[config.mk]
export PLATFORM = sky130hd
export DESIGN_NAME = oer_ram
export DESIGN_NICKNAME = d
export VERILOG_FILES = /design/src/oer_ram.sv
export SDC_FILE = /design/constraint.sdc
export NUM_CORES = 2
export LEC_CHECK = 0
export BUFFER_PORTS_ARGS = -buffer_cell sky130_fd_sc_hd__buf_2
export CORE_AREA = 8 8 409 411
export CTS_CLUSTER_DIAMETER = 50
export CTS_CLUSTER_SIZE = 25
export DETAILED_ROUTE_END_ITERATION = 10
export DIE_AREA = 0 0 417 419
export HOLD_SLACK_MARGIN = 0.06
export PLACE_DENSITY = 0.67
export SYNTH_ARGS = -nofsm -noshare
export SYNTH_HDL_FRONTEND = slang
export SYNTH_SLANG_ARGS = --single-unit
[constraint.sdc]
create_clock -name clk -period 2.2 [get_ports clk]
set_input_delay 0.33 -clock clk [delete_from_list [all_inputs] [get_ports clk]]
set_output_delay 0.33 -clock clk [all_outputs]
set_load 0.02 [all_outputs]
[src/oer_ram.sv]
// Generic single-write, single-read RAM with registered read data.
`default_nettype none

module oer_ram #(
    parameter int WIDTH = 8,
    parameter int DEPTH = 256
) (
    input  wire logic                     clk,
    input  wire logic                     wr_en,
    input  wire logic [$clog2(DEPTH)-1:0] wr_addr,
    input  wire logic [WIDTH-1:0]         wr_data,
    input  wire logic                     rd_en,
    input  wire logic [$clog2(DEPTH)-1:0] rd_addr,
    output logic      [WIDTH-1:0]         rd_data
);

    logic [WIDTH-1:0] mem_reg [DEPTH];
    logic [WIDTH-1:0] rd_data_reg;

    always_ff @(posedge clk)
    begin
        if (wr_en)
        begin
            mem_reg[wr_addr] <= wr_data;
        end
        if (rd_en)
        begin
            rd_data_reg <= mem_reg[rd_addr];
        end
    end

    assign rd_data = rd_data_reg;

endmodule

`default_nettype wire

==> metrics.md <==
| Metric | Value |
|---|---|
| Worst-Skew Late Latency | `approximately 0.84 ns` |
| Power Total | `a little under 80 mW` |
| Max Clock Freq | `between 400 and 500 MHz` |
| Grt ovf | `0` |
| CTS Buf Count | `roughly 160` |
| Synth async-reset ratio | `0` |
| Post-synth EDFFs | `2056` |
| Crit path time final | `~2.5 ns` |
| CP most frequent cell | `mux4_2` |
| Area contributors post-synth | `edfxtp_1, mux4_2, mux2i_1` |
| Die span in x | `~420 um` |
| FF-to-FF path depth | `6` |
| Worst Hold Class | `in2reg` |
| Yosys top cell by area | `edfxtp_1` |
| Share of cells above drive strength 1 | `0.345` |
| Worst Setup Slack, final | `-0.296 ns` |
| Ys flop type | `edfxtp_1` |
| Final Max Tran Viols | `0` |
| Area share of fa/ha/maj cells after synthesis | `0` |
| VDD IR max | `just under 0.0008 V` |
| Seq/Total Area, Yosys | `0.775` |
| Violated checks | `negative setup slack` |
| Row cnt | `around 150` |
| Skew final | `0.0391 ns` |
| Initial core utilization | `0.494` |
| Largest net degree at the start of global routing | `between 80 and 90` |
| Reg2reg start | `mem_reg[67][2]` |
| WP data required | `2.79 ns` |
| Synth Area in Compound Gates | `0.0342` |
| Ys Warns | `0` |
| Simple-gate portion of the synthesized area | `0.0263` |
| Critical Path End Type | `register` |
| Vias/cell | `6.05` |
| First-pass GRT wire length | `around 280 mm` |
| RePlAce Congestion | `0.857` |
| Syn avg cell area | `approximately 21 um2` |
| # IOs | `35` |
| Via count | `40800` |
| Yosys reg bits | `2056` |
| Main combinational cell family by area after synthesis | `multiplexers` |
| Post-synthesis mux area share | `0.146` |
| Clock transition at path regs | `approximately 0.080 ns` |
| IO Port Bufs | `34` |
| Slowest cell delay on critical path | `0.54 ns` |
| Status | `finished with violations` |
| Critical-path cell with the highest stage delay | `mux4_2` |
| Slew HR | `0.557` |
| Post-route ant nets | `0` |
| Core ar. | `0.161 mm2` |
| Crit path max fanout | `1` |
| DP Wirelength | `roughly 130 mm` |
| Number of buffer and inverter stages on the critical path | `1` |
| Netlist cell types | `54` |
| WHS Endpoint | `mem_reg[67][3]` |
| CTS tree | `yes` |
| Drt first pass iters | `5` |
| Initial antenna violation count | `9` |
| RR Endpoint | `rd_data[2]` |
| Util after Layout | `0.584` |
| CP Cell Sequence | `mux4_2 > mux4_2 > nor2b_1 > nor4_4 > buf_4 > nor4_2` |
| Min-delay src | `wr_data[3]` |
| Die Footprint | `0.175 mm2` |
| Synthesis-to-finish area growth | `18.3%` |
| Final Hold Viols | `0` |
| Slew at the pin closest to its max-slew limit | `approximately 0.66 ns` |
| Critical path startpoint category | `register` |
| Hold Path Depth | `1` |
| Final nets | `4448` |
| DRC | `0` |
| Pwr/cell area | `around 840 mW/mm2` |
| Cells after Synth | `between 3000 and 4000` |
| Family with the most delay on the worst path | `multiplexers` |
| # fillers | `around 12000` |
| Die Ht | `between 400 and 500 um` |
| Top cell type's share of synthesized area | `0.775` |
| Post-CTS Setup Inserts | `0` |
| Total track usage | `0.222` |
| Routed wire per std cell | `around 29 um` |
| Max-cap violation count | `0` |
| Kind of critical path | `reg2reg` |
| Root buffer cell | `clkbuf_16` |
| R2R Setup Slk | `-0.30 ns` |
| Final setup viols | `8` |
| H-tree levels | `4` |
| Syn nets | `approximately 3800` |
| RSZ-0062 raised after global routing | `yes` |
| Max Buffers Root-to-Sink | `3` |
| CP arrival | `between 3 and 4 ns` |
| WL final | `between 150 and 200 mm` |
| DR iter-0 viols | `4838` |
| Final Cycle Share | `1.13` |
| Clk sinks | `just over 2000` |
| XOR/XNOR Fraction of Synth Area | `0` |
| Mapped Area | `between 0.07 and 0.08 mm2` |
| Largest register FFs | `~2000` |
| LEAKAGE | `approximately 30 nW` |
| Via count of the first global-routing pass | `about 41000` |
-- layout make-up --
cell class	count	area, um2	area share
diodes	5	12.5	0.000133
clock buffers	168	4030	0.0428
clock inverters	130	1700	0.0181
inverters	2	7.51	0.0000797
multi-input cells	1442	17000	0.180
flip-flops and latches	2056	61700	0.655
well taps	2175	2720	0.0289
repair buffers	761	6990	0.0743
-- through the flow --
stage                     instance area (um2)  setup WS (ns)  setup TNS (ns)  hold slack [ns]  instances
final                                   94200         -0.296          -0.665            0.101       6739
after global placement                  87900          -1.38           -8.74            0.741       6432
after floorplan                         79900        -0.0874          -0.611            0.429       3733
after CTS                               94000         -0.327          -0.868           0.0950       6735
after global routing                    94200         -0.343           -1.08            0.106       6734
after detailed placement                87900          -1.42           -8.84            0.743       6432
-- kinds of logic (layout without fill, tap and decap cells) --
kind of cell,after synthesis,after routing
AO/OA/AOI/OAI,385,385
buffers and inverters,235,1061
flip-flops,2056,2056
multiplexers,591,591
other,0,5
AND/OR/NAND/NOR,466,466
-- routing by layer --
layer	vias up	wire, um	GRT usage
li1	17100	-	-
met1	21500	77100	0.308
met2	1869	95900	0.365
met3	316	16300	0.0399
met4	6	6400	0.0674
met5	-	28	0
-- report_power, final --
group | switching, mW | leakage (nW) | total [mW] | internal, mW
combinational | 2.73 | 9.20 | 4.68 | 1.95
sequential | 0.0677 | 18.5 | 43.2 | 43.1
clock | 15.6 | 2.73 | 30.9 | 15.4
total | 18.4 | 30.4 | 78.8 | 60.5
-- cell usage after synthesis, types with 2 or more instances --
cell and number:
nor4_1 24, and3b_1 2, nor2_1 282, a2111oi_1 2, a211oi_1 16, buf_12 8, buf_1 22, a21oi_1 96
nand2b_1 8, nand3b_1 2, o21ai_0 10, mux4_2 454, o32ai_1 4, and2_1 6, buf_2 31, a31oi_1 2
a311oi_1 2, o22a_1 5, a22oi_1 133, nand3_1 34, nor2b_1 31, a221oi_1 13, mux2i_1 134, o211ai_1 10
nor4_2 3, buf_4 27, or2_2 4, mux4_1 2, nor3_1 22, buf_8 13, o21ai_1 2, nand2_1 33
edfxtp_1 2056, o22ai_1 28, a22o_1 8, o221ai_1 46, nand4_1 10, a2111oi_0 2, buf_6 21, clkbuf_1 111
-- cells in the final DEF (no fill, tap or decap), types with 10 or more instances in the layout --
cell,instances
clkbuf_16,160
o22ai_1,28
nor4_1,10
clkinv_8,22
nand2_1,33
nor3_1,12
mux4_2,454
a22oi_1,127
o211ai_1,10
buf_2,23
edfxtp_1,2056
inv_8,21
nor4_2,10
mux2i_1,134
clkinvlp_4,16
a211oi_2,11
nor2_1,275
nand4_1,10
o221ai_1,45
o21ai_0,10
inv_6,26
a21oi_1,93
nand3_1,34
nor2b_1,26
buf_12,98
buf_4,616
-- what timing repair did --
action,4_1_cts,5_1_grt
cloned,0,0
setup endpoints to repair,8,8
resized for setup,56,30
hold buffers,8,0
pin swaps,21,16
hold endpoints to repair,317,0
-- worst max path at each step --
stage / from / endpoint / depth (start not counted)
detailed placement: rd_addr[0] / rd_data[2] / 11
global placement: rd_addr[0] / rd_data[2] / 8
floorplan: rd_addr[0] / rd_data[0] / 9
finish: mem_reg[67][2] / rd_data[2] / 6
global route: mem_reg[83][2] / rd_data[2] / 6
CTS: mem_reg[83][2] / rd_data[2] / 6
(Power assumes the default switching activity.)
